**src/sv/ffba_pkg.sv**
```systemverilog
package ffba_pkg;

    localparam int unsigned ADDR_W         = 7;
    localparam int unsigned BYTES_W        = 10;
    localparam int unsigned BYTES_PER_WORD = 4;
    localparam int unsigned WORD_SHIFT     = 2;
    localparam int unsigned WORDS_W        = 9;

    localparam logic CMD_ALLOC   = 1'b0;
    localparam logic CMD_FREE    = 1'b1;
    localparam logic STATUS_OK   = 1'b0;
    localparam logic STATUS_FAIL = 1'b1;

    typedef struct packed {
        logic               cmd;
        logic [BYTES_W-1:0] alloc_bytes;
        logic [ADDR_W-1:0]  block_address;
    } t_req;

    typedef struct packed {
        logic [ADDR_W-1:0] result_address;
        logic              status;
    } t_rsp;

    // bytes rounded up to whole words
    function automatic logic [WORDS_W-1:0] bytes_to_words(input logic [BYTES_W-1:0] bytes);
        logic [BYTES_W:0] sum;
        sum = {1'b0, bytes} + (BYTES_W+1)'(BYTES_PER_WORD - 1);
        return WORDS_W'(sum >> WORD_SHIFT);
    endfunction

endpackage

```
**src/sv/ffba_hdr_mem.sv**
```systemverilog
module ffba_hdr_mem #(
    parameter int unsigned DEPTH = 128,
    parameter int unsigned WIDTH = 8
) (
    input  logic                     i_clk,
    input  logic                     i_we,
    input  logic [$clog2(DEPTH)-1:0] i_waddr,
    input  logic [WIDTH-1:0]         i_wdata,
    input  logic [$clog2(DEPTH)-1:0] i_raddr,
    output logic [WIDTH-1:0]         o_rdata
);

    logic [WIDTH-1:0] r_mem [DEPTH];
    logic [WIDTH-1:0] r_rdata;

    always_ff @(posedge i_clk) begin
        if (i_we) begin
            r_mem[i_waddr] <= i_wdata;
        end
        r_rdata <= r_mem[i_raddr];
    end

    assign o_rdata = r_rdata;

endmodule

```
**src/sv/ffba_ctrl.sv**
```systemverilog
module ffba_ctrl
    import ffba_pkg::*;
#(
    parameter int unsigned HEAP_WORDS = 128
) (
    input  logic                          i_clk,
    input  logic                          i_rst_n,
    input  logic                          i_start,
    output logic                          o_busy,
    input  t_req                          i_req,
    output logic                          o_done,
    output t_rsp                          o_rsp,
    output logic                          o_mem_we,
    output logic [$clog2(HEAP_WORDS)-1:0] o_mem_waddr,
    output logic [$clog2(HEAP_WORDS):0]   o_mem_wdata,
    output logic [$clog2(HEAP_WORDS)-1:0] o_mem_raddr,
    input  logic [$clog2(HEAP_WORDS):0]   i_mem_rdata
);

    localparam int unsigned AW = $clog2(HEAP_WORDS);
    localparam int unsigned PW = AW + 1;
    localparam int unsigned HW = AW + 1;
    localparam int unsigned CW = ((AW > WORDS_W) ? AW : WORDS_W) + 1;
    localparam int unsigned EW = (PW > ADDR_W) ? PW : ADDR_W;

    localparam logic [2:0] S_INIT   = 3'd0;
    localparam logic [2:0] S_IDLE   = 3'd1;
    localparam logic [2:0] S_WALK   = 3'd2;
    localparam logic [2:0] S_SPLIT  = 3'd3;
    localparam logic [2:0] S_FMERGE = 3'd4;

    logic [2:0]         r_state,    n_state;
    logic               r_cmd,      n_cmd;
    logic [WORDS_W-1:0] r_words,    n_words;
    logic [ADDR_W-1:0]  r_addr,     n_addr;
    logic [PW-1:0]      r_at,       n_at;
    logic [AW-1:0]      r_prev,     n_prev;
    logic [HW-1:0]      r_prev_hdr, n_prev_hdr;
    logic [AW-1:0]      r_size,     n_size;
    logic               r_nx_ok,    n_nx_ok;
    logic               r_done,     n_done;
    t_rsp               r_rsp,      n_rsp;

    logic          h_free;
    logic [AW-1:0] h_size;
    logic [PW-1:0] at_pay;
    logic [PW-1:0] next_at;
    logic          at_end;
    logic          fits;
    logic          hit;
    logic [AW-1:0] rest;
    logic [AW-1:0] split_at;
    logic [AW-1:0] merged;
    logic          prev_free;
    logic [AW-1:0] prev_size;

    assign h_free    = i_mem_rdata[AW];
    assign h_size    = i_mem_rdata[AW-1:0];
    assign at_pay    = r_at + PW'(1);
    assign next_at   = at_pay + PW'(h_size);
    assign at_end    = next_at >= PW'(HEAP_WORDS);
    assign fits      = h_free && (CW'(h_size) > (CW'(r_words) + CW'(1)));
    assign hit       = EW'(at_pay) == EW'(r_addr);
    assign rest      = AW'(CW'(h_size) - CW'(r_words) - CW'(1));
    assign split_at  = AW'(at_pay + PW'(r_words));
    assign merged    = (r_nx_ok && h_free) ? (r_size + h_size + AW'(1)) : r_size;
    assign prev_free = r_prev_hdr[AW];
    assign prev_size = r_prev_hdr[AW-1:0];

    always_comb begin
        n_state     = r_state;
        n_cmd       = r_cmd;
        n_words     = r_words;
        n_addr      = r_addr;
        n_at        = r_at;
        n_prev      = r_prev;
        n_prev_hdr  = r_prev_hdr;
        n_size      = r_size;
        n_nx_ok     = r_nx_ok;
        n_done      = 1'b0;
        n_rsp       = r_rsp;
        o_mem_we    = 1'b0;
        o_mem_waddr = '0;
        o_mem_wdata = '0;
        o_mem_raddr = '0;

        case (r_state)
            S_INIT: begin
                // header 0 spans the whole heap
                o_mem_we    = 1'b1;
                o_mem_wdata = {1'b1, AW'(HEAP_WORDS - 1)};
                n_state     = S_IDLE;
            end
            S_IDLE: begin
                if (i_start) begin
                    n_cmd   = i_req.cmd;
                    n_words = bytes_to_words(i_req.alloc_bytes);
                    n_addr  = i_req.block_address;
                    n_at    = '0;
                    n_prev  = '0;
                    n_state = S_WALK;
                end
            end
            S_WALK: begin
                o_mem_raddr = next_at[AW-1:0];
                if (r_cmd == CMD_ALLOC) begin
                    if (fits) begin
                        o_mem_we    = 1'b1;
                        o_mem_waddr = r_at[AW-1:0];
                        o_mem_wdata = {1'b0, AW'(r_words)};
                        n_size      = rest;
                        n_rsp       = '{result_address: ADDR_W'(at_pay), status: STATUS_OK};
                        n_state     = S_SPLIT;
                    end else if (at_end) begin
                        n_rsp   = '{result_address: '0, status: STATUS_FAIL};
                        n_done  = 1'b1;
                        n_state = S_IDLE;
                    end else begin
                        n_at = next_at;
                    end
                end else begin
                    if (hit) begin
                        if (h_free) begin
                            // double free
                            n_rsp   = '{result_address: '0, status: STATUS_FAIL};
                            n_done  = 1'b1;
                            n_state = S_IDLE;
                        end else begin
                            n_size  = h_size;
                            n_nx_ok = !at_end;
                            n_state = S_FMERGE;
                        end
                    end else if (at_end) begin
                        n_rsp   = '{result_address: '0, status: STATUS_FAIL};
                        n_done  = 1'b1;
                        n_state = S_IDLE;
                    end else begin
                        n_prev     = r_at[AW-1:0];
                        n_prev_hdr = i_mem_rdata;
                        n_at       = next_at;
                    end
                end
            end
            S_SPLIT: begin
                o_mem_we    = 1'b1;
                o_mem_waddr = split_at;
                o_mem_wdata = {1'b1, r_size};
                n_done      = 1'b1;
                n_state     = S_IDLE;
            end
            S_FMERGE: begin
                // successor header arrives now; predecessor was kept from the walk
                o_mem_we = 1'b1;
                if ((r_at != '0) && prev_free) begin
                    o_mem_waddr = r_prev;
                    o_mem_wdata = {1'b1, prev_size + merged + AW'(1)};
                end else begin
                    o_mem_waddr = r_at[AW-1:0];
                    o_mem_wdata = {1'b1, merged};
                end
                n_rsp   = '{result_address: '0, status: STATUS_OK};
                n_done  = 1'b1;
                n_state = S_IDLE;
            end
            default: begin
                n_state = S_IDLE;
            end
        endcase
    end

    always_ff @(posedge i_clk) begin
        if (!i_rst_n) begin
            r_state <= S_INIT;
            r_done  <= 1'b0;
        end else begin
            r_state <= n_state;
            r_done  <= n_done;
        end
        r_cmd      <= n_cmd;
        r_words    <= n_words;
        r_addr     <= n_addr;
        r_at       <= n_at;
        r_prev     <= n_prev;
        r_prev_hdr <= n_prev_hdr;
        r_size     <= n_size;
        r_nx_ok    <= n_nx_ok;
        r_rsp      <= n_rsp;
    end

    assign o_busy = r_state != S_IDLE;
    assign o_done = r_done;
    assign o_rsp  = r_rsp;

endmodule

```
**src/sv/first_fit_block_allocator.sv**
```systemverilog
// Throughput: one request at a time; the next start is taken in the cycle
//   o_done pulses. The header chain walk, one memory read a cycle, sets it.
// Reset: synchronous, active low; after reset the block writes header 0 in S_INIT (busy high).
// Results cannot be stalled: o_done is a one-cycle strobe.
module first_fit_block_allocator
    import ffba_pkg::*;
#(
    parameter int unsigned HEAP_WORDS = 128
) (
    input  logic i_clk,
    input  logic i_rst_n,
    input  logic start,
    output logic busy,
    input  t_req i_req,
    output logic o_done,
    output t_rsp o_rsp
);

    localparam int unsigned AW = $clog2(HEAP_WORDS);

    // header word: {free, size in words}
    logic          mem_we;
    logic [AW-1:0] mem_waddr;
    logic [AW:0]   mem_wdata;
    logic [AW-1:0] mem_raddr;
    logic [AW:0]   mem_rdata;

    // walker: follows next = at + 1 + size, one header per beat of the read port
    ffba_ctrl #(
        .HEAP_WORDS(HEAP_WORDS)
    ) u_ctrl (
        .i_clk      (i_clk),
        .i_rst_n    (i_rst_n),
        .i_start    (start),
        .o_busy     (busy),
        .i_req      (i_req),
        .o_done     (o_done),
        .o_rsp      (o_rsp),
        .o_mem_we   (mem_we),
        .o_mem_waddr(mem_waddr),
        .o_mem_wdata(mem_wdata),
        .o_mem_raddr(mem_raddr),
        .i_mem_rdata(mem_rdata)
    );

    // header store, registered read; words inside blocks are never read
    ffba_hdr_mem #(
        .DEPTH(HEAP_WORDS),
        .WIDTH(AW + 1)
    ) u_mem (
        .i_clk  (i_clk),
        .i_we   (mem_we),
        .i_waddr(mem_waddr),
        .i_wdata(mem_wdata),
        .i_raddr(mem_raddr),
        .o_rdata(mem_rdata)
    );

endmodule

```
**config.mk**
```make
export PLATFORM = sky130hd
export DESIGN_NAME = first_fit_block_allocator
export DESIGN_NICKNAME = d
export VERILOG_FILES = /design/src/sv/ffba_pkg.sv /design/src/sv/ffba_hdr_mem.sv /design/src/sv/ffba_ctrl.sv /design/src/sv/first_fit_block_allocator.sv
export SDC_FILE = /design/constraint.sdc
export NUM_CORES = 1
export LEC_CHECK = 0
export ABC_AREA = 1
export BUFFER_PORTS_ARGS = -buffer_cell sky130_fd_sc_hd__buf_2
export CAP_MARGIN = 15
export CELL_PAD_IN_SITES_DETAIL_PLACEMENT = 0
export CELL_PAD_IN_SITES_GLOBAL_PLACEMENT = 2
export CORE_MARGIN = 3
export CORE_UTILIZATION = 42
export DETAILED_ROUTE_END_ITERATION = 8
export GPL_ROUTABILITY_DRIVEN = 0
export HOLD_SLACK_MARGIN = 0.12
export PLACE_DENSITY_LB_ADDON = 0.3
export SYNTH_ARGS = -nofsm -noshare
export SYNTH_HDL_FRONTEND = slang
export SYNTH_SLANG_ARGS = --single-unit
```
**constraint.sdc**
```tcl
create_clock -name i_clk -period 10.3 [get_ports i_clk]
set_input_delay 0.515 -clock i_clk [delete_from_list [all_inputs] [get_ports i_clk]]
set_output_delay 0.515 -clock i_clk [all_outputs]
set_load 0.005 [all_outputs]
```
# [After elaboration in Yosys (flattened, before gate mapping)]
# Memory sizes are Yosys's and may differ from the RTL's. A register that Yosys moved wholly into a read port is not among the register bits.
# Index checks and enable logic that the tools add are counted.
[classes] add_sub_neg=11 n_lt_le_gt_ge=2 n_eq_ne=15 muxes=49 n_bitwise=3 n_reduce_logical=18
[op_table] cell="$mux 7" count=15
[op_table] cell="$mux 8" count=11
[op_table] cell="$pmux 8 s2" count=2
[op_table] cell="$pmux 8 s4" count=1
[op_table] cell="$add 7x7->7" count=3
[op_table] cell="$pmux 7 s3" count=1
[op_table] cell="$mux 3" count=6
[op_table] cell="$reduce_and 4->1" count=4
[op_table] cell="$add 7x1->7 const B" count=2
[op_table] cell="$pmux 7 s2" count=1
[op_table] cell="$add 10x2->11 const B" count=1
[op_table] cell="$add 9x1->10 const B" count=1
[op_table] cell="$gt 7x10->1" count=1
[op_table] cell="$ne 2x2->1 const B" count=5
[op_table] cell="$mux 1" count=9
[op_table] cell="$add 8x1->8 const B" count=1
[op_table] cell="$add 8x7->8" count=1
[op_table] cell="$eq 8x7->1" count=1
[op_table] cell="$ge 8x8->1 const B" count=1
[op_table] cell="$reduce_bool 8->1" count=1
[op_table] cell="$sub 7x1->7 const B" count=1
[op_table] cell="$sub 7x7->7" count=1
[op_table] cell="$eq 3x2->1 const B" count=2
[op_table] cell="$pmux 3 s2" count=1
[op_table] cell="17 further kinds" count=25
[word_totals] ff_bits=60 mem_bits_rw=1024 word_cells=111 n_memories=1
[mem_list] memory="u_mem.r_mem" words=128 word_bits=8 rd=1 rd_ports_with_merged_regs=1 write_ports=1 line="ffba_hdr_mem.sv:13" source="logic [WIDTH-1:0] r_mem [DEPTH];"

# [Logic depth before layout (Yosys ltp)]
# Gate-level depths: netlist of run 1.
[depth] word_depth=8 depth_mapped=21 depth_no_buf=21

# [Cells and area by module]
# Synthesis of run 1 repeated with hierarchy kept, for this count alone.
[unflattened] cells_unflattened=4207 hier_area_um2=47027.6
[by_module_without_submodules] module="ffba_hdr_mem" n_inst=1 cells_each=3575 area_per_inst_um2=42104.1 seq_area_each_um2=30909.6
[by_module_without_submodules] module="ffba_ctrl" n_inst=1 cells_each=632 area_per_inst_um2=4923.5 seq_area_each_um2=1761.7

# [Least setup slack after synthesis of run 1]
# OpenSTA, ideal clock, no wires.
[synth_path] kind="register to register" from="register u_ctrl.r_words[1]" to="memory u_mem.r_mem[0][1] (data pin)" setup_ns=1.197 arrival_ns=7.004 t_required_ns=9.103 path_slack_ns=2.099 stages_incl_launch_ff=14 path_buffers=1 synth_period_minus_slack_ns=8.201 cell_sequence="edfxtp_1 ha_1 nand2_1 nor2_4 nand2_1 xor2_1 ha_1 and3_1 nand2_1 nand2_1 nor2_2 nand4_4 buf_2 o21ai_0"
[synth_via] elab_chain_len=6
[synth_lines] element="from (decl)" line="ffba_ctrl.sv:34" source="logic [WORDS_W-1:0] r_words, n_words;"
[synth_lines] element="from (signal assigned)" line="ffba_ctrl.sv:180" source="r_words <= n_words;"
[synth_lines] element="$add 9x1->10" line="ffba_ctrl.sv:62" source="assign fits = h_free && (CW'(h_size) > (CW'(r_words) + CW'(1)));"
[synth_lines] element="$gt 7x10->1" line="ffba_ctrl.sv:62"
[synth_lines] element="$logic_and 1x1->1" line="ffba_ctrl.sv:62"
[synth_lines] element="$mux 7 (*)" line="ffba_ctrl.sv:107" source="if (fits) begin"
[synth_lines] element="$mux 8 (*)" line="ffba_ctrl.sv:106" source="if (r_cmd == CMD_ALLOC) begin"
[synth_lines] element="$pmux 8 s4 (*)" line="ffba_ctrl.sv:87" source="case (r_state)"
[synth_lines] element="net mem_wdata[1]" line="first_fit_block_allocator.sv:24" source="logic [AW:0] mem_wdata;"
[synth_lines] element="to (decl)" line="ffba_hdr_mem.sv:13"
# The timed path passes the listed nets; every way through them passes the cells marked *.

# [Final worst setup path of run 1]
[layout_path] from="register u_mem.r_rdata[0], in the netlist u_mem.o_rdata[0] (read register of u_mem.r_mem)" to="memory u_mem.r_mem[53][6] (data pin)"
[layout_via] elab_chain_len=7 elab_cells_between_ends=11
[layout_lines] element="from (decl)" line="ffba_hdr_mem.sv:14" source="logic [WIDTH-1:0] r_rdata;"
[layout_lines] element="$add 7x7->7" line="ffba_ctrl.sv:66" source="assign merged = (r_nx_ok && h_free) ? (r_size + h_size + AW'(1)) : r_size;"
[layout_lines] element="$add 7x1->7" line="ffba_ctrl.sv:66"
[layout_lines] element="$mux 7" line="ffba_ctrl.sv:66"
[layout_lines] element="$add 7x7->7" line="ffba_ctrl.sv:156" source="o_mem_wdata = {1'b1, prev_size + merged + AW'(1)};"
[layout_lines] element="$add 7x1->7" line="ffba_ctrl.sv:156"
[layout_lines] element="$mux 7" line="ffba_ctrl.sv:154" source="if ((r_at != '0) && prev_free) begin"
[layout_lines] element="$pmux 8 s4 (*)" line="ffba_ctrl.sv:87"
[layout_lines] element="net mem_wdata[6]" line="first_fit_block_allocator.sv:24"
# Marks and branches as above.

==> metrics.md, run 1 <==
| Metric | Value |
|---|---|
| Status | `finished clean` |
| CTS tree | `built` |
| P_int | `8.34 mW` |
| Synth-to-Final Area Change | `11.2%` |
| Layout cell share with drive strength beyond 1 | `8.12%` |
| Total track usage | `24.6%` |
| Final setup vio count | `0` |
| Final net count | `4891` |
| Clock tree buffer depth | `3` |
| DRC violations left | `0` |
| Seq/Total Area, Yosys | `65.8%` |
| Sw Ratio | `33.3%` |
| Sequential power share | `42.0%` |
| Die width | `350 microns` |
| Ys Warns | `0` |
| # rows | `125` |
| Crit path DAT | `5.62 ns` |
| Setup TNS | `0 ns` |
| Slew margin rel. | `23.1%` |
| Part of the total power dissipated in the clock network | `33.8%` |
| Clk sinks | `1092` |
| Worst Skew | `0.0254 ns` |
| Ys async rst share | `0%` |
| P_sw | `4.16 mW` |
| Avg Cell Area, Syn | `10.2 sq um` |
| First-pass GRT wire length | `224 mm` |
| Yosys reg bits | `1092` |
| Final Critical Period | `5.22 ns` |
| Main synth FF type | `edfxtp_1` |
| Critical Path RT | `10.71 ns` |
| Initial core utilization | `42.5%` |
| WL final | `151 mm` |
| Synth area leaders | `edfxtp_1, nand3_1, nand2_1` |
| Critical path fanouts, max | `70` |
| Mapped Cells | `4860` |
| Synthesized net count | `4927` |
| Post-synthesis cell type count | `44` |
| GRT Residual Overflow | `0` |
| Die Height | `350 microns` |
| Initial antenna violation count | `3` |
| Post-synth top area share | `65.3%` |
| Final Slew Violations | `0` |
| Via count | `34400` |
| Die ar. | `122000 sq um` |
| Crit path kind | `flop to flop` |
| Vias in the first global route | `33356` |
| Wirelength per Cell | `23.5 microns` |
| Number of detailed-route iterations in the first pass | `5` |
| Commonest non-fill, non-tap cell in the layout | `edfxtp_1` |
| Core Region | `117000 sq um` |
| I/O pin cnt | `31` |
| CTS root buffer | `clkbuf_16` |
| RSZ-0062 raised after global routing | `no` |
| Placed insts | `6213` |
| Non-filler cells, final | `6448` |
| Postcts setup bufs | `0` |
| Tcrit/Tclk final | `50.6%` |
| Logic pwr share | `24.2%` |
| Yosys top cell by area | `edfxtp_1` |
| Post-DP HPWL | `85.2 mm` |
| Fmax | `0.192 GHz` |
| Fin. Hold Viols | `0` |
| CTS Buf Count | `115` |
| Peak VDD IR | `0.283 mV` |
| Lkg Pwr | `22.0 nW` |
| Crit end category | `flop` |
| Number of synthesized flops with an enable pin | `1080` |
| Synthesized area | `49700 sq um` |
| Max cap viols | `0` |
| HP Class | `input port to flop` |
| Worst skew pair latency | `0.73 ns` |
| Clock-pin transition on the worst setup and hold timing paths | `0.06 ns` |
| N_diodes | `0` |
| Vias/cell | `5.33` |
| Post-DRT Antenna Nets | `0` |
| Iteration-0 DRC count of the detailed router | `3396` |
| Least-Margin Pin Slew | `1.15 ns` |
| Pin count of the biggest net entering global routing | `171` |
| Commonest non-fill, non-tap cells in the layout | `edfxtp_1, nand2_1, nand3_1` |
| Max H-tree Level | `3` |
| PortBufs | `30` |
| Power Density | `226 nW/um^2` |
| Critical path startpoint category | `flop` |
## cells in the mapped netlist (6+ instances only)
cell type	instances
nand2_2	20
buf_2	125
o21ai_1	29
nand3_1	837
nor3_1	7
ha_1	41
nand2_1	871
inv_2	11
or2_2	64
xor2_1	14
o21ai_0	129
xnor2_1	6
dfxtp_1	12
inv_1	707
buf_1	23
nor2_1	526
edfxtp_1	1080
o211ai_1	22
clkbuf_1	112
nor2_4	8
a31oi_1	6
nor2_2	14
a21oi_1	33
nand4_1	117
## critical path, cell delays in order (launching register included)
cell,delay (ns)
dfxtp_1,0.72
inv_1,0.16
ha_1,0.24
inv_1,0.08
fa_1,0.42
inv_1,0.06
o21ai_0,0.18
fa_1,0.46
nand3_1,0.09
nand3_1,0.11
nand2_1,0.09
nand2_1,0.06
a21oi_1,0.17
nor2_1,0.07
o21ai_0,0.17
nand3_1,0.14
nand2_4,0.75
buf_4,0.75
## cell type report
| class | count | area (sq um) |
|---|---|---|
| Fill cell | 10923 | 61600 |
| Clock buffer | 143 | 3030 |
| Sequential cell | 1092 | 32700 |
| Multi-Input combinational cell | 2787 | 13300 |
| Timing Repair Buffer | 107 | 818 |
| Inverter | 721 | 2720 |
| Tap cell | 1524 | 1910 |
| Clock inverter | 74 | 781 |
## through the flow
step	cell area (sq um)	util, %	setup slack (ns)	hold slack (ns)	total power [mW]
2_1_floorplan	49700	-	2.10	0.406	7.17
5_1_grt	55200	47.3	4.75	0.167	13.0
3_3_place_gp	51300	43.9	5.09	0.633	8.39
4_1_cts	55200	47.3	5.10	0.133	12.6
3_5_place_dp	51300	43.9	5.12	0.633	8.39
6_report	55200	47.3	5.08	0.174	12.5
## path summary, 6_finish.rpt
check        cells past startpoint  slack, ns        startpoint                  to
min reg2reg                      2       0.64   u_ctrl.o_rsp[2]     u_ctrl.o_rsp[2]
max                             17       5.08  u_mem.o_rdata[0]  u_mem.r_mem[53][6]
max reg2reg                     17       5.08  u_mem.o_rdata[0]  u_mem.r_mem[53][6]
min                              3       0.17         i_req[13]   u_ctrl.r_words[4]
## registers in the layout, indices dropped and copies added (netlist names), 8 cells and up
name               count
u_ctrl.o_rsp           8
u_ctrl.r_at            8
u_ctrl.r_words         9
u_ctrl.r_prev_hdr      8
u_mem.r_mem         1024
u_mem.o_rdata          8
## cell families after synthesis
| kind of cell | after synthesis | synth area share (%) |
|---|---|---|
| compound gates | 244 | 2.73 |
| xor+xnor | 20 | 0.353 |
| fa+ha+maj | 46 | 1.23 |
| buf+inv | 981 | 7.73 |
| flops | 1092 | 65.8 |
| simple gates | 2477 | 22.2 |
## routing by layer
metal / wire length (microns) / vias to the layer above / global-route usage (%)
met2: 70100 / 1048 / 39.6
met4: 3660 / 0 / 6.52
li1: - / 16223 / -
met5: 0 / - / 0
met1: 68300 / 16918 / 35.4
met3: 9370 / 211 / 3.21
## repair_timing
| action | in CTS | in global routing |
|---|---|---|
| endpoints found under the hold margin | 17 | 0 |
| gates resized for setup | 0 | 0 |
| hold buffers | 17 | 0 |
## power groups by stage
stage	Combinational (mW)	Sequential, mW	Clock, mW
2_1_floorplan	1.79	5.38	0
3_5_place_dp	3.04	5.34	0
3_3_place_gp	3.04	5.35	0
6_report	3.03	5.25	4.22
5_1_grt	3.32	5.25	4.47
4_1_cts	3.05	5.25	4.28
(Power assumes the default switching activity.)
==> inputs of run 2 (changes only) <==
clock period = 5.3 ns   (was 10.3 ns; I/O delays follow)
==> run 2 against run 1 <==
Net effect: cell count up 1.4%; flip-flop and latch count unchanged; wire length is 1.1% lower; sequential power rose by 94%; worst setup slack worse by 4.2 ns; sequential share of layout area fell by 0.92 points; clock-buffer cell count shrank 10; maximum frequency rose by 19%; critical path depth is the same; clock power is 91% higher; combinational power is 100% higher; register-to-register slack got worse by 4.2 ns; critical endpoint is now u_mem.r_mem[63][6].
==> metrics.md, run 2 (synthesis gave the netlist of run 1 again) <==
| Metric | Value |
|---|---|
| Pin count of the biggest net entering global routing | `129` |
| Max reg flops | `1024` |
| Least-Margin Pin Slew | `1.03 ns` |
| Max H-tree Level | `3` |
| Via count | `34378` |
| Post-DP HPWL | `88.4 mm` |
| Critical path fanouts, max | `15` |
| Sequential power share | `42.0%` |
| Die width | `350 microns` |
| Clk sinks | `1092` |
| Status | `finished clean` |
| Crit path kind | `flop to flop` |
| Die ar. | `122000 sq um` |
| Wirelength per Cell | `22.9 microns` |
| Crit end category | `flop` |
| HP Class | `input port to flop` |
| Final Slew Violations | `0` |
| Logic pwr share | `25.0%` |
| DRC violations left | `0` |
| Final Critical Period | `4.40 ns` |
| GRT Residual Overflow | `0` |
| Layout cell share with drive strength beyond 1 | `9.65%` |
| P_sw | `8.11 mW` |
| CTS root buffer | `clkbuf_16` |
| Fmax | `0.227 GHz` |
| Vias in the first global route | `33144` |
| WL final | `150 mm` |
| Fillers | `10888` |
| First-pass GRT wire length | `221 mm` |
| Hold slack | `0.210 ns` |
| Crit path DAT | `4.74 ns` |
| Postcts setup bufs | `0` |
| P_int | `16.2 mW` |
| Worst Skew | `0.0371 ns` |
| Clock-pin transition on the worst setup and hold timing paths | `0.06 ns` |
| Final net count | `4979` |
| Initial antenna violation count | `1` |
| Part of the total power dissipated in the clock network | `33.0%` |
| N_diodes | `0` |
| Post-DRT Antenna Nets | `0` |
| Sw Ratio | `33.3%` |
| Clock tree buffer depth | `3` |
| Tcrit/Tclk final | `83.0%` |
| Worst skew pair latency | `0.72 ns` |
| Vias/cell | `5.26` |
| Commonest non-fill, non-tap cells in the layout | `edfxtp_1, nand2_1, nand3_1` |
| Lkg Pwr | `22.5 nW` |
| Setup TNS | `0 ns` |
| Total track usage | `24.4%` |
| RSZ-0062 raised after global routing | `no` |
| Core Region | `117000 sq um` |
| Commonest non-fill, non-tap cell in the layout | `edfxtp_1` |
| Synth-to-Final Area Change | `13.0%` |
| Number of detailed-route iterations in the first pass | `5` |
| Critical Path RT | `5.65 ns` |
| Fin. Hold Viols | `0` |
| Slew margin rel. | `31.6%` |
| Final setup vio count | `0` |
| # rows | `125` |
| Top reg by flops | `u_mem.r_mem` |
| PortBufs | `30` |
| Iteration-0 DRC count of the detailed router | `2950` |
| Power Density | `434 nW/um^2` |
| Top Registers | `u_mem.r_mem x1024, u_ctrl.r_words x9` |
| Die Height | `350 microns` |
| CTS Buf Count | `116` |
| Max cap viols | `0` |
| I/O pin cnt | `31` |
| Initial core utilization | `42.5%` |
| CTS tree | `built` |
| Critical path startpoint category | `flop` |
| Peak VDD IR | `0.413 mV` |
-- run 2: power groups by stage --
stage / logic [mW] / clock network [mW] / registers, mW
2_1_floorplan: 3.48 / 0 / 10.4
3_3_place_gp: 6.08 / 0 / 10.4
3_5_place_dp: 6.06 / 0 / 10.4
4_1_cts: 6.10 / 8.20 / 10.2
5_1_grt: 6.62 / 8.55 / 10.2
6_report: 6.08 / 8.04 / 10.2
-- run 2: layer usage --
layer	routed length, microns	global-route usage (%)
met5	0	0
met4	4560	7.51
met3	10200	4.63
met2	69200	39.0
met1	65900	34.0
-- run 2: what timing repair did --
action | in CTS | in global routing
endpoints found under the hold margin | 38 | 0
hold buffers | 28 | 0
resized for setup | 0 | 0
-- run 2: final timing paths --
check                    endpoint  depth (start not counted)  slack [ns]              start
min reg2reg  u_ctrl.r_prev_hdr[0]                          0        0.63   u_mem.o_rdata[0]
min             u_ctrl.r_words[1]                          5        0.21           i_req[8]
max            u_mem.r_mem[63][6]                         17        0.90  u_ctrl.r_words[1]
max reg2reg    u_mem.r_mem[63][6]                         17        0.90  u_ctrl.r_words[1]
-- run 2: per-stage QoR --
step	setup WS [ns]	instances	power, mW	util, %	area (sq um)
after floorplan	-1.13	4860	13.9	-	49700
after global placement	0.965	6290	16.5	44.6	52100
after detailed placement	0.896	6290	16.5	44.6	52100
after CTS	0.866	6537	24.5	48.0	56100
after global routing	0.581	6537	25.4	48.0	56100
final	0.903	6537	24.3	48.0	56100
-- run 2: layout make-up --
type	instances	area [sq um]	area share, %
sequential	1092	32700	58.2
timing repair buffer	194	1750	3.12
clock buffer	133	3050	5.44
tap	1524	1910	3.40
multi-input combinational	2787	13300	23.7
inverter	721	2720	4.85
clock inverter	86	706	1.26
-- run 2: worst max-delay path: stages, from the launching register on --
cell,delay (ns)
edfxtp_1,0.45
ha_1,0.22
nand2_1,0.10
nor2_4,0.15
nand2_1,0.08
xor2_1,0.15
ha_1,0.30
and3_1,0.14
nand2_1,0.05
nand2_1,0.05
nor2_2,0.21
nand4_4,0.23
nor2_1,0.14
nor2_1,0.09
nor2_1,0.16
nand2_2,0.54
buf_4,0.39
nor2_1,0.55
==> inputs of run 3 (changes only) <==
clock period = 4.1 ns   (was 5.3 ns; I/O delays follow)
==> run 3 against run 2 <==
Net effect: global-route usage is 0.23 points higher; core utilization is 1.3 points higher; sequential share of layout area is 1.5 points lower; combinational power is 36% higher; clock power is 29% higher; die area stayed put; clock-buffer cell count is 9 higher; design area is 2.7% higher; clock skew is 0.0031 ns higher; worst hold slack worse by 0.035 ns; largest cell class unchanged.
==> metrics.md, run 3 (synthesis gave the netlist of run 1 again) <==
| Metric | Value |
|---|---|
| Crit path kind | `flop to flop` |
| Post-DRT Antenna Nets | `0` |
| Total track usage | `24.7%` |
| Die ar. | `122000 sq um` |
| Fin. Hold Viols | `0` |
| Synth-to-Final Area Change | `16.0%` |
| DRC violations left | `0` |
| Max cap viols | `0` |
| Wirelength per Cell | `22.7 microns` |
| Critical path startpoint category | `flop` |
| Top reg by flops | `u_mem.r_mem` |
| Vias in the first global route | `33492` |
| Placed insts | `6444` |
| Crit path DAT | `4.29 ns` |
| Max reg flops | `1024` |
| Final setup vio count | `0` |
| Status | `finished clean` |
| Initial core utilization | `42.5%` |
| Iteration-0 DRC count of the detailed router | `3974` |
| Initial antenna violation count | `1` |
| Worst Skew | `0.0402 ns` |
| Power Density | `553 nW/um^2` |
| Peak VDD IR | `0.714 mV` |
| HP Class | `input port to flop` |
| Fillers | `10751` |
| Final net count | `5138` |
| RSZ-0062 raised after global routing | `yes` |
| N_diodes | `0` |
| CTS tree | `built` |
| Clock tree buffer depth | `3` |
| PortBufs | `30` |
| Post-DP HPWL | `93.5 mm` |
| Critical Path RT | `4.52 ns` |
| Final Slew Violations | `0` |
| Max H-tree Level | `3` |
| CTS Buf Count | `116` |
| CP max stage cell | `edfxtp_1` |
| Worst skew pair latency | `0.71 ns` |
| Layout cell share with drive strength beyond 1 | `12.1%` |
| Critical Path Max Stage Delay | `0.48 ns` |
| Top Registers | `u_mem.r_mem x1024, u_ctrl.r_words x9` |
| Lkg Pwr | `23.5 nW` |
| Most used cell along the critical path | `nand2_1` |
| First-pass GRT wire length | `223 mm` |
| Number of detailed-route iterations in the first pass | `5` |
| I/O pin cnt | `31` |
| Crit end category | `flop` |
| Clk sinks | `1092` |
| # rows | `125` |
| Ordered cell list for the critical path | `inv_1 > nor2_1 > nand2_1 > nand2_1 > inv_1 > ha_1 > a21oi_1 > o21ai_0 > o21ai_0 > buf_4 > nand2_1 > o21bai_2 > nor2_4 > nand2_2 > nor2_1 > buf_4` |
| Final Critical Period | `3.87 ns` |
| Tcrit/Tclk final | `94.4%` |
| Least-Margin Pin Slew | `0.961 ns` |
| Pin count of the biggest net entering global routing | `170` |
| Fmax | `0.258 GHz` |
| Clock-pin transition on the worst setup and hold timing paths | `0.06 ns` |
| Critical path fanouts, max | `8` |
| Core Region | `117000 sq um` |
| Non-filler cells, final | `6695` |
| CTS root buffer | `clkbuf_16` |
| WL final | `152 mm` |
| Die Height | `350 microns` |
| Commonest non-fill, non-tap cells in the layout | `edfxtp_1, nand2_1, nand3_1` |
| Hold slack | `0.175 ns` |
| Die width | `350 microns` |
| Commonest non-fill, non-tap cell in the layout | `edfxtp_1` |
| Via count | `34923` |
| GRT Residual Overflow | `0` |
| Vias/cell | `5.22` |
| Slew margin rel. | `35.9%` |
-- run 3: cell types whose count changed in the layout (fill, tap and decap cells not counted), moves of 4 or more --
cell and delta:
dlygate4sd3_1 +4, buf_12 +22, clkinv_1 +6, clkinvlp_4 -5, clkinv_2 -10, buf_4 +133, clkbuf_1 +8
-- run 3: critical path: cells and delay by family (launching register included) --
kind | cells | cell delay, ns
and+or+nand+nor | 7 | 1.28
AOI/OAI and AO/OA | 4 | 0.85
DFF | 1 | 0.48
buffers and inverters | 4 | 0.58
adders and majority gates | 1 | 0.36
-- run 3: path summary, 6_finish.rpt --
| path | from | end | slack (ns) | cells after the start |
|---|---|---|---|---|
| max | u_ctrl.r_at[0] | u_mem.r_mem[3][5] | 0.23 | 16 |
| min | i_req[8] | u_ctrl.r_words[1] | 0.18 | 4 |
| min reg2reg | u_mem.o_rdata[0] | u_ctrl.r_prev_hdr[0] | 0.58 | 0 |
| max reg2reg | u_ctrl.r_at[0] | u_mem.r_mem[3][5] | 0.23 | 16 |
-- run 3: final cells by class --
cell class                      instances  area, sq um  share of cell area, %
Sequential cell                      1092        32700                   56.7
Multi-Input combinational cell       2787        13300                   23.1
Inverter                              721         2720                   4.72
Clock buffer                          142         3100                   5.37
Clock inverter                         76          651                   1.13
Timing Repair Buffer                  353         3230                   5.61
Tap cell                             1524         1910                   3.31
-- run 3: stage by stage --
step	total power [mW]	instance area, sq um	worst slack [ns]	TNS [ns]	util (%)
final	31.8	57600	0.231	0	49.3
after global placement	21.6	53500	0.0135	0	45.8
after floorplan	17.9	49700	-0.486	-170.39	-
after CTS	32.0	57600	0.00420	0	49.3
after detailed placement	21.6	53500	0.0531	0	45.8
after global routing	33.2	57600	-0.00248	-0.0151	49.3
-- run 3: metal layers --
metal	track usage [%]	share of wire, %	wire length [microns]	up-vias
met2	38.9	46	69900	1063
met3	3.89	6.3	9630	219
met1	35.3	45	68600	16907
li1	-	-	-	16734
met5	0	0	0	-
met4	7.35	2.6	3940	0
-- run 3: timing repair --
item,4_1_cts,5_1_grt
hold buffers,32,0
setup endpoints to repair,0,382
buffers inserted,0,1
resized for setup,0,3
endpoints found under the hold margin,38,0
-- run 3: power breakdown --
group	leakage, nW	switching (mW)	internal [mW]
Clock	1.84	4.38	6.02
Sequential	9.81	0.186	13.0
Combinational	11.8	5.98	2.26
